File: src/rtl/rbpk_pkg.sv
`default_nettype none
package rbpk_pkg;
  localparam int COMP_WIDTH = 20;
  localparam int ROT_FRAC = COMP_WIDTH - 2;
  localparam int VEC_FRAC = COMP_WIDTH - 8;
  localparam int WORD_WIDTH = 3 * COMP_WIDTH;
  localparam int PROD_WIDTH = 2 * COMP_WIDTH;
  localparam int ACC_WIDTH = PROD_WIDTH + 4;
  localparam int CFG_IDX_WIDTH = 2;

  localparam logic [1:0] FUNC_DISP = 2'd0;
  localparam logic [1:0] FUNC_VEL = 2'd1;
  localparam logic [1:0] FUNC_ACC = 2'd2;
  localparam logic [1:0] FUNC_ALL = 2'd3;

  localparam logic [CFG_IDX_WIDTH-1:0] REG_ROT0 = 2'd0;
  localparam logic [CFG_IDX_WIDTH-1:0] REG_ROT1 = 2'd1;
  localparam logic [CFG_IDX_WIDTH-1:0] REG_ROT2 = 2'd2;
  localparam logic [CFG_IDX_WIDTH-1:0] REG_OFFSET = 2'd3;

  typedef logic signed [COMP_WIDTH-1:0] comp_t;
  typedef logic [WORD_WIDTH-1:0] word_t;

  typedef struct packed {
    logic [1:0] func;
    word_t ref_rot_row0;
    word_t ref_rot_row1;
    word_t ref_rot_row2;
    word_t ref_origin;
    word_t ref_ang_vel;
    word_t ref_ang_acc;
    word_t ref_lin_vel;
    word_t ref_lin_acc;
  } in_item_t;

  typedef struct packed {
    word_t pt_rot_row0;
    word_t pt_rot_row1;
    word_t pt_rot_row2;
    word_t pt_position;
    word_t pt_ang_vel;
    word_t pt_ang_acc;
    word_t pt_lin_vel;
    word_t pt_lin_acc;
    logic saturated;
  } out_item_t;

  // Commands from the sequencer to the multiply-accumulate unit.
  typedef struct packed {
    logic clear;
    logic mac;
    logic sub;
    logic rot_scale;
    comp_t a;
    comp_t b;
  } mac_cmd_t;

  typedef struct packed {
    comp_t value;
    logic sat;
  } mac_res_t;

  function automatic comp_t get_comp(word_t w, logic [1:0] i);
    comp_t r;
    r = comp_t'(w >> (COMP_WIDTH * int'(i)));
    return r;
  endfunction

  function automatic logic [COMP_WIDTH+1:0] sat_range(logic signed [COMP_WIDTH+1:0] v);
    logic signed [COMP_WIDTH+1:0] hi;
    logic signed [COMP_WIDTH+1:0] lo;
    hi = (COMP_WIDTH+2)'((1 <<< (COMP_WIDTH - 1)) - 1);
    lo = -(COMP_WIDTH+2)'(1 <<< (COMP_WIDTH - 1));
    if (v > hi) return hi;
    if (v < lo) return lo;
    return v;
  endfunction
endpackage
`default_nettype wire

File: src/rtl/rigid_body_point_kinematics.sv
`default_nettype none
// One item is worked through as a sequence of short dot products on a single 20x20
// multiplier: each output component takes three products for a matrix entry, or two
// products and a spare slot for a cross product, then a round step. The block is not
// ready from the input transfer until the result transfer.
module rigid_body_point_kinematics
  import rbpk_pkg::*;
(
  input wire logic clk,
  input wire logic rst,
  input wire logic in_valid,
  output logic in_ready,
  input wire in_item_t in_data,
  output logic out_valid,
  input wire logic out_ready,
  output out_item_t out_data,
  input wire logic cfg_we,
  input wire logic [CFG_IDX_WIDTH-1:0] cfg_index,
  input wire word_t cfg_data
);
  typedef enum logic [2:0] {S_IDLE, S_DISP, S_VEL, S_ACC, S_OUT} state_t;
  // Jobs: 0 rot, 1 offset, 2 omega x q, 3 alpha x q, 4 omega x q for accel, 5 omega x n.
  typedef enum logic [2:0] {J_ROT, J_OFF, J_VXQ, J_AXQ, J_WXQ, J_WXN} job_t;

  state_t state;
  job_t job;
  logic [1:0] func;
  logic [1:0] row, col, step;
  word_t rot [3];
  word_t lrot [3];
  word_t loffs, qoff, pos, angv, anga, linv, lina;
  word_t r_rot0, r_rot1, r_rot2, r_orig, r_om, r_al, r_v, r_a;
  comp_t tmp [3];
  comp_t sum_t [3];
  logic sat;
  mac_cmd_t cmd;
  mac_res_t res;
  logic last_col;

  rbpk_mac u_mac (.clk(clk), .cmd(cmd), .res(res));

  assign in_ready = (state == S_IDLE);
  assign out_valid = (state == S_OUT);
  assign out_data = '{rot[0], rot[1], rot[2], pos, angv, anga, linv, lina, sat};
  assign last_col = (col == 2'd2);

  function automatic word_t rrow(logic [1:0] i, word_t a, word_t b, word_t c);
    case (i)
      2'd0: return a;
      2'd1: return b;
      default: return c;
    endcase
  endfunction

  // Operand selection for product number step of component col.
  always_comb begin
    comp_t a, b;
    word_t x, y;
    logic [1:0] i1, i2;
    logic neg;
    a = '0;
    b = '0;
    neg = 1'b0;
    x = '0;
    y = '0;
    i1 = (col == 2'd0) ? 2'd1 : (col == 2'd1) ? 2'd2 : 2'd0;
    i2 = (col == 2'd0) ? 2'd2 : (col == 2'd1) ? 2'd0 : 2'd1;
    case (job)
      J_ROT: begin
        a = get_comp(rrow(row, r_rot0, r_rot1, r_rot2), step);
        b = get_comp(lrot[step], col);
      end
      J_OFF: begin
        a = get_comp(rrow(col, r_rot0, r_rot1, r_rot2), step);
        b = get_comp(loffs, step);
      end
      default: begin
        case (job)
          J_VXQ, J_WXQ: begin x = r_om; y = qoff; end
          J_AXQ: begin x = r_al; y = qoff; end
          default: begin x = r_om; y = {tmp[2], tmp[1], tmp[0]}; end
        endcase
        if (step == 2'd0) begin
          a = get_comp(x, i1);
          b = get_comp(y, i2);
        end else begin
          a = get_comp(x, i2);
          b = get_comp(y, i1);
          neg = 1'b1;
        end
      end
    endcase
    cmd.clear = (step == 2'd3) || (state == S_IDLE);
    cmd.mac = (state != S_IDLE) && (state != S_OUT) && (step != 2'd3)
              && !(step == 2'd2 && job != J_ROT && job != J_OFF);
    cmd.sub = neg;
    cmd.rot_scale = (job == J_ROT) || (job == J_OFF);
    cmd.a = a;
    cmd.b = b;
  end

  always_ff @(posedge clk) begin
    logic signed [COMP_WIDTH+1:0] s;
    comp_t cv;
    logic hit;
    if (cfg_we && !rst) begin
      case (cfg_index)
        REG_ROT0: lrot[0] <= cfg_data;
        REG_ROT1: lrot[1] <= cfg_data;
        REG_ROT2: lrot[2] <= cfg_data;
        default: loffs <= cfg_data;
      endcase
    end
    if (rst) begin
      state <= S_IDLE;
      lrot[0] <= word_t'(1 << ROT_FRAC);
      lrot[1] <= word_t'(1 << ROT_FRAC) << COMP_WIDTH;
      lrot[2] <= word_t'(1 << ROT_FRAC) << (2 * COMP_WIDTH);
      loffs <= '0;
      rot[0] <= word_t'(1 << ROT_FRAC);
      rot[1] <= word_t'(1 << ROT_FRAC) << COMP_WIDTH;
      rot[2] <= word_t'(1 << ROT_FRAC) << (2 * COMP_WIDTH);
      qoff <= '0;
      pos <= '0;
      angv <= '0;
      anga <= '0;
      linv <= '0;
      lina <= '0;
      sat <= 1'b0;
      job <= J_ROT;
      row <= '0;
      col <= '0;
      step <= '0;
    end else begin
      case (state)
        S_IDLE: begin
          if (in_valid) begin
            func <= in_data.func;
            r_rot0 <= in_data.ref_rot_row0;
            r_rot1 <= in_data.ref_rot_row1;
            r_rot2 <= in_data.ref_rot_row2;
            r_orig <= in_data.ref_origin;
            r_om <= in_data.ref_ang_vel;
            r_al <= in_data.ref_ang_acc;
            r_v <= in_data.ref_lin_vel;
            r_a <= in_data.ref_lin_acc;
            sat <= 1'b0;
            row <= '0;
            col <= '0;
            step <= '0;
            case (in_data.func)
              FUNC_VEL: begin state <= S_VEL; job <= J_VXQ; end
              FUNC_ACC: begin state <= S_ACC; job <= J_AXQ; end
              default: begin state <= S_DISP; job <= J_ROT; end
            endcase
          end
        end
        S_OUT: begin
          if (out_ready) state <= S_IDLE;
        end
        default: begin
          if (step == 2'd2 && job != J_ROT && job != J_OFF) begin
            step <= 2'd3;
          end else if (step != 2'd3) begin
            step <= step + 2'd1;
          end else begin
            step <= '0;
            cv = res.value;
            hit = res.sat;
            case (job)
              J_ROT: rot[row][COMP_WIDTH*col +: COMP_WIDTH] <= cv;
              J_OFF: begin
                qoff[COMP_WIDTH*col +: COMP_WIDTH] <= cv;
                s = (COMP_WIDTH+2)'(get_comp(r_orig, col)) + (COMP_WIDTH+2)'(cv);
                hit = hit | (sat_range(s) != s);
                pos[COMP_WIDTH*col +: COMP_WIDTH] <= comp_t'(sat_range(s));
              end
              J_VXQ: begin
                s = (COMP_WIDTH+2)'(get_comp(r_v, col)) + (COMP_WIDTH+2)'(cv);
                hit = hit | (sat_range(s) != s);
                linv[COMP_WIDTH*col +: COMP_WIDTH] <= comp_t'(sat_range(s));
              end
              J_AXQ: sum_t[col] <= cv;
              J_WXQ: tmp[col] <= cv;
              default: begin
                s = (COMP_WIDTH+2)'(get_comp(r_a, col)) + (COMP_WIDTH+2)'(sum_t[col])
                    + (COMP_WIDTH+2)'(cv);
                hit = hit | (sat_range(s) != s);
                lina[COMP_WIDTH*col +: COMP_WIDTH] <= comp_t'(sat_range(s));
              end
            endcase
            sat <= sat | hit;
            if (!last_col) begin
              col <= col + 2'd1;
            end else begin
              col <= '0;
              case (job)
                J_ROT: begin
                  if (row == 2'd2) begin row <= '0; job <= J_OFF; end
                  else row <= row + 2'd1;
                end
                J_OFF: begin
                  if (func == FUNC_ALL) begin state <= S_VEL; job <= J_VXQ; end
                  else state <= S_OUT;
                end
                J_VXQ: begin
                  angv <= r_om;
                  if (func == FUNC_ALL) begin state <= S_ACC; job <= J_AXQ; end
                  else state <= S_OUT;
                end
                J_AXQ: job <= J_WXQ;
                J_WXQ: job <= J_WXN;
                default: begin
                  anga <= r_al;
                  state <= S_OUT;
                end
              endcase
            end
          end
        end
      endcase
    end
  end

`ifndef ASSERT_OFF
  a_ready_out: assert property (@(posedge clk) disable iff (rst) !(in_ready && out_valid))
    else $error("ready and result shown together");
  a_out_hold: assert property (@(posedge clk) disable iff (rst)
    out_valid && !out_ready |=> out_valid && $stable(out_data))
    else $error("result changed before transfer");
  a_start: assert property (@(posedge clk) disable iff (rst)
    in_valid && in_ready |=> !in_ready && !out_valid)
    else $error("item not started");
`endif
endmodule
`default_nettype wire

File: src/rtl/rbpk_mac.sv
`default_nettype none
module rbpk_mac
  import rbpk_pkg::*;
(
  input wire logic clk,
  input wire mac_cmd_t cmd,
  output mac_res_t res
);
  logic signed [PROD_WIDTH-1:0] prod;
  logic signed [ACC_WIDTH-1:0] acc;
  logic signed [ACC_WIDTH-1:0] rnd;
  logic signed [ACC_WIDTH-1:0] shifted;
  logic signed [ACC_WIDTH-1:0] hi;
  logic signed [ACC_WIDTH-1:0] lo;

  assign prod = cmd.a * cmd.b;

  always_ff @(posedge clk) begin
    if (cmd.clear) begin
      acc <= '0;
    end else if (cmd.mac) begin
      acc <= cmd.sub ? acc - ACC_WIDTH'(prod) : acc + ACC_WIDTH'(prod);
    end
  end

  always_comb begin
    hi = ACC_WIDTH'((1 <<< (COMP_WIDTH - 1)) - 1);
    lo = -ACC_WIDTH'(1 <<< (COMP_WIDTH - 1));
    if (cmd.rot_scale) begin
      rnd = acc + ACC_WIDTH'(1 <<< (ROT_FRAC - 1));
      shifted = rnd >>> ROT_FRAC;
    end else begin
      rnd = acc + ACC_WIDTH'(1 <<< (VEC_FRAC - 1));
      shifted = rnd >>> VEC_FRAC;
    end
    if (shifted > hi) begin
      res.value = comp_t'(hi);
      res.sat = 1'b1;
    end else if (shifted < lo) begin
      res.value = comp_t'(lo);
      res.sat = 1'b1;
    end else begin
      res.value = comp_t'(shifted);
      res.sat = 1'b0;
    end
  end
endmodule
`default_nettype wire

File: config.mk
export PLATFORM = sky130hd
export DESIGN_NAME = rigid_body_point_kinematics
export DESIGN_NICKNAME = d
export VERILOG_FILES = /design/src/rtl/rbpk_pkg.sv /design/src/rtl/rigid_body_point_kinematics.sv /design/src/rtl/rbpk_mac.sv
export SDC_FILE = /design/constraint.sdc
export NUM_CORES = 2
export LEC_CHECK = 0
export BUFFER_PORTS_ARGS = -buffer_cell sky130_fd_sc_hd__buf_2
export CORE_MARGIN = 5
export CORE_UTILIZATION = 48
export DETAILED_ROUTE_END_ITERATION = 8
export PLACE_DENSITY = 0.68
export SLEW_MARGIN = 15
export SYNTH_ARGS = -nofsm -noshare
export SYNTH_HDL_FRONTEND = slang
export SYNTH_HIERARCHICAL = 1
export SYNTH_SLANG_ARGS = --single-unit
File: constraint.sdc
create_clock -name clk -period 35.4 [get_ports clk]
set_input_delay 7.08 -clock clk [delete_from_list [all_inputs] [get_ports clk]]
set_output_delay 7.08 -clock clk [all_outputs]
set_load 0.005 [all_outputs]
==> metrics <==
Root Buffer clkbuf_16; post-route ant nets 0; setup violators final 0; post-synthesis cell count approximately 8.6k; Setup WS pre-CTS around 21 ns; min-delay worst type flip-flop to flip-flop; multi-input gate area in the final layout 43500 µm²; register area 38500 µm²; critical path endpoint category flip-flop; max frequency approximately 0.067 GHz; Starting Density 48.2%; most used cell, CP fa_1; syn avg cell area between 10 and 15 µm²; post-CTS setup buffers 0; async set-reset flop share out of synthesis 0%; Gates resized, CTS repair 0; slew margin rel. ~8.6%; Cell variety after synth 97; routed len/inst about 28 µm; syn_nets slightly below 10k; full die area ~190000 µm²; Worst Tran Pin Value between 1 and 1.5 ns; CTS sink cnt 1443; number of global-route vias before repair just under 70k; H-tree Lvls 4; layout cells sized above 1 around 18%; Worst R2R Start col[0]$_SDFFE_PP0P_; Nets about 11k; Critical Path RT roughly 36 ns; Post-DP HPWL approximately 260000 µm; Post-synth top flop edfxtp_1; Largest regs lrot x180, rot x180; yosys synthesis warning count 6; Area Overhead vs Synth 14.9%; Top delay family on crit path adder cells; Clock Path Buffers 3; TritonCTS Buffers 151; die span in x around 430 µm; final worst slack slightly above 20 ns; crit start category flip-flop; Synth area leaders edfxtp_1 34%, dfxtp_1 11%, fa_1 10%, nand2_1 4.7%, a21oi_1 3.8%; Port Buf Inserts 1031; drt via density 6.16; number of fill cells between 15k and 20k; CTS tree yes; Worst Path Max Fanout 61; CP arrival 15.67 ns; placed cells 11.6k; total number of vias 73.0k; Synth area leader edfxtp_1; Yosys reg bits 1443; initial antenna violation count around 60; Overflow after GRT 0; Reg clk slew, reported paths approximately 0.06 ns; later-pin clock latency in the skew report about 0.85 ns; num ports around 1.0k; Synth top area share around 34%; Synth top cells by count 1083 x nand2_1, 962 x edfxtp_1, 777 x nor2_1; gpl congestion 1.03; status finished, final reports clean; first-pass GRT wire length between 400000 and 500000 µm; count leader, synth nand2_1; 1st-pass router iterations 9; RSZ-0062 raised after global routing false; kind of critical path flip-flop to flip-flop; fin. max-slew vios 0; Worst Hold Launch anga[19]$_SDFFE_PP0P_; Tcrit/Tclk final 42.2%; Buf/Inv on CP 9; core footprint roughly 180000 µm²; Final min period approximately 15 ns; Crit. Startpoint col[0]$_SDFFE_PP0P_; Cell Area, Synth between 80000 and 90000 µm²; cell row count between 150 and 200; die height about 430 µm; Starting DRT DRC Count approximately 9.0k; Post-synth EDFFs around 960; Non-Filler Instances around 12k; # hold bufs at CTS 0; gr usage total a little over a third; WL final between 300000 and 400000 µm; sequential element share of the synthesized area between 40% and 50%; Remaining DRCs 0; max incr delay on CP roughly 0.74 ns; TNS Setup 0 ns; max-cap violations 0; CP max stage cell a221oi_1; Fin. Hold Viols 0; largest net degree at the start of global routing 90; clk_skew 0.0551 ns
-- tightest hold or removal path, cell delays in order (launching register included) --
cell,delay [ns]
dfxtp_1,0.31
nand2_1,0.05
a21oi_1,0.05
-- through the flow --
step	area, µm²	hold WS (ns)	util (%)
6_report	98800	0.453	55.4
3_3_place_gp	93600	0.437	52.4
3_5_place_dp	93600	0.439	52.5
4_1_cts	98700	0.449	55.3
5_1_grt	98700	0.461	55.3
2_1_floorplan	86000	0.436	-
-- cells by family after synthesis --
logic type	Yosys count	synth area share, %
xor+xnor	200	2.04
compound gates	2028	15.0
flops	1443	44.8
simple gates	2677	13.9
fa+ha+maj	680	13.7
buf+inv	1135	4.98
mux	388	5.49
-- layout by cell type, fill, tap and decap left out, types with 35 or more instances in the layout --
| cell type | Yosys | layout |
|---|---|---|
| xnor2_1 | 147 | 147 |
| nor3_1 | 106 | 100 |
| a21o_1 | 98 | 98 |
| nand3_1 | 95 | 95 |
| nand2_1 | 1083 | 1080 |
| mux2_2 | 57 | 57 |
| clkbuf_1 | 494 | 35 |
| and3_1 | 44 | 44 |
| mux4_2 | 61 | 61 |
| clkbuf_16 | 0 | 153 |
| nor2b_1 | 87 | 84 |
| a31oi_1 | 71 | 68 |
| edfxtp_1 | 962 | 962 |
| xor2_1 | 53 | 53 |
| nand4_1 | 40 | 40 |
| o21ai_0 | 416 | 402 |
| and2_1 | 266 | 262 |
| o22ai_1 | 56 | 56 |
| a21oi_1 | 657 | 655 |
| a221oi_1 | 78 | 78 |
| a211oi_1 | 123 | 123 |
| buf_4 | 1 | 174 |
| fa_1 | 444 | 444 |
| ha_1 | 225 | 221 |
| a22oi_1 | 141 | 141 |
| buf_2 | 11 | 1030 |
| nor2_1 | 777 | 764 |
| nand2b_1 | 51 | 50 |
| o21a_1 | 43 | 43 |
| inv_1 | 573 | 571 |
| dfxtp_1 | 481 | 473 |
| mux2i_1 | 269 | 267 |
| o211ai_1 | 43 | 43 |
-- final cells by class --
| cell class | count | share of cell area (%) |
|---|---|---|
| clock inverter | 85 | 1.08 |
| timing repair buffer | 1205 | 6.56 |
| antenna | 33 | 0.0836 |
| clock buffer | 194 | 4.09 |
| multi-input combinational | 5973 | 44.0 |
| inverter | 578 | 2.20 |
| tap | 2355 | 2.98 |
| sequential | 1443 | 39.0 |
-- final timing paths --
kind                                     end  slack (ns)  cells past startpoint
setup / recovery  u_mac/acc[41]$_SDFFE_PP0P_       20.46                     44
hold / removal         anga[19]$_SDFFE_PP0P_        0.45                      2
setup reg to reg  u_mac/acc[41]$_SDFFE_PP0P_       20.46                     44
hold reg to reg        anga[19]$_SDFFE_PP0P_        0.45                      2
-- metal layers --
layer / routed length [µm] / up-vias / track usage (%) / share of wire [%]
li1: - / 31800 / - / -
met1: 134000 / 36100 / 47.4 / 40
met2: 148000 / 4334 / 52.3 / 44
met3: 36300 / 803 / 9.16 / 11
met4: 18200 / 36 / 15.9 / 5.4
met5: 394 / - / 0.468 / 0.12
Power is left out: the tool's default activity adds up to more than one toggle a clock period on the data nets, which glitch-free logic cannot reach.
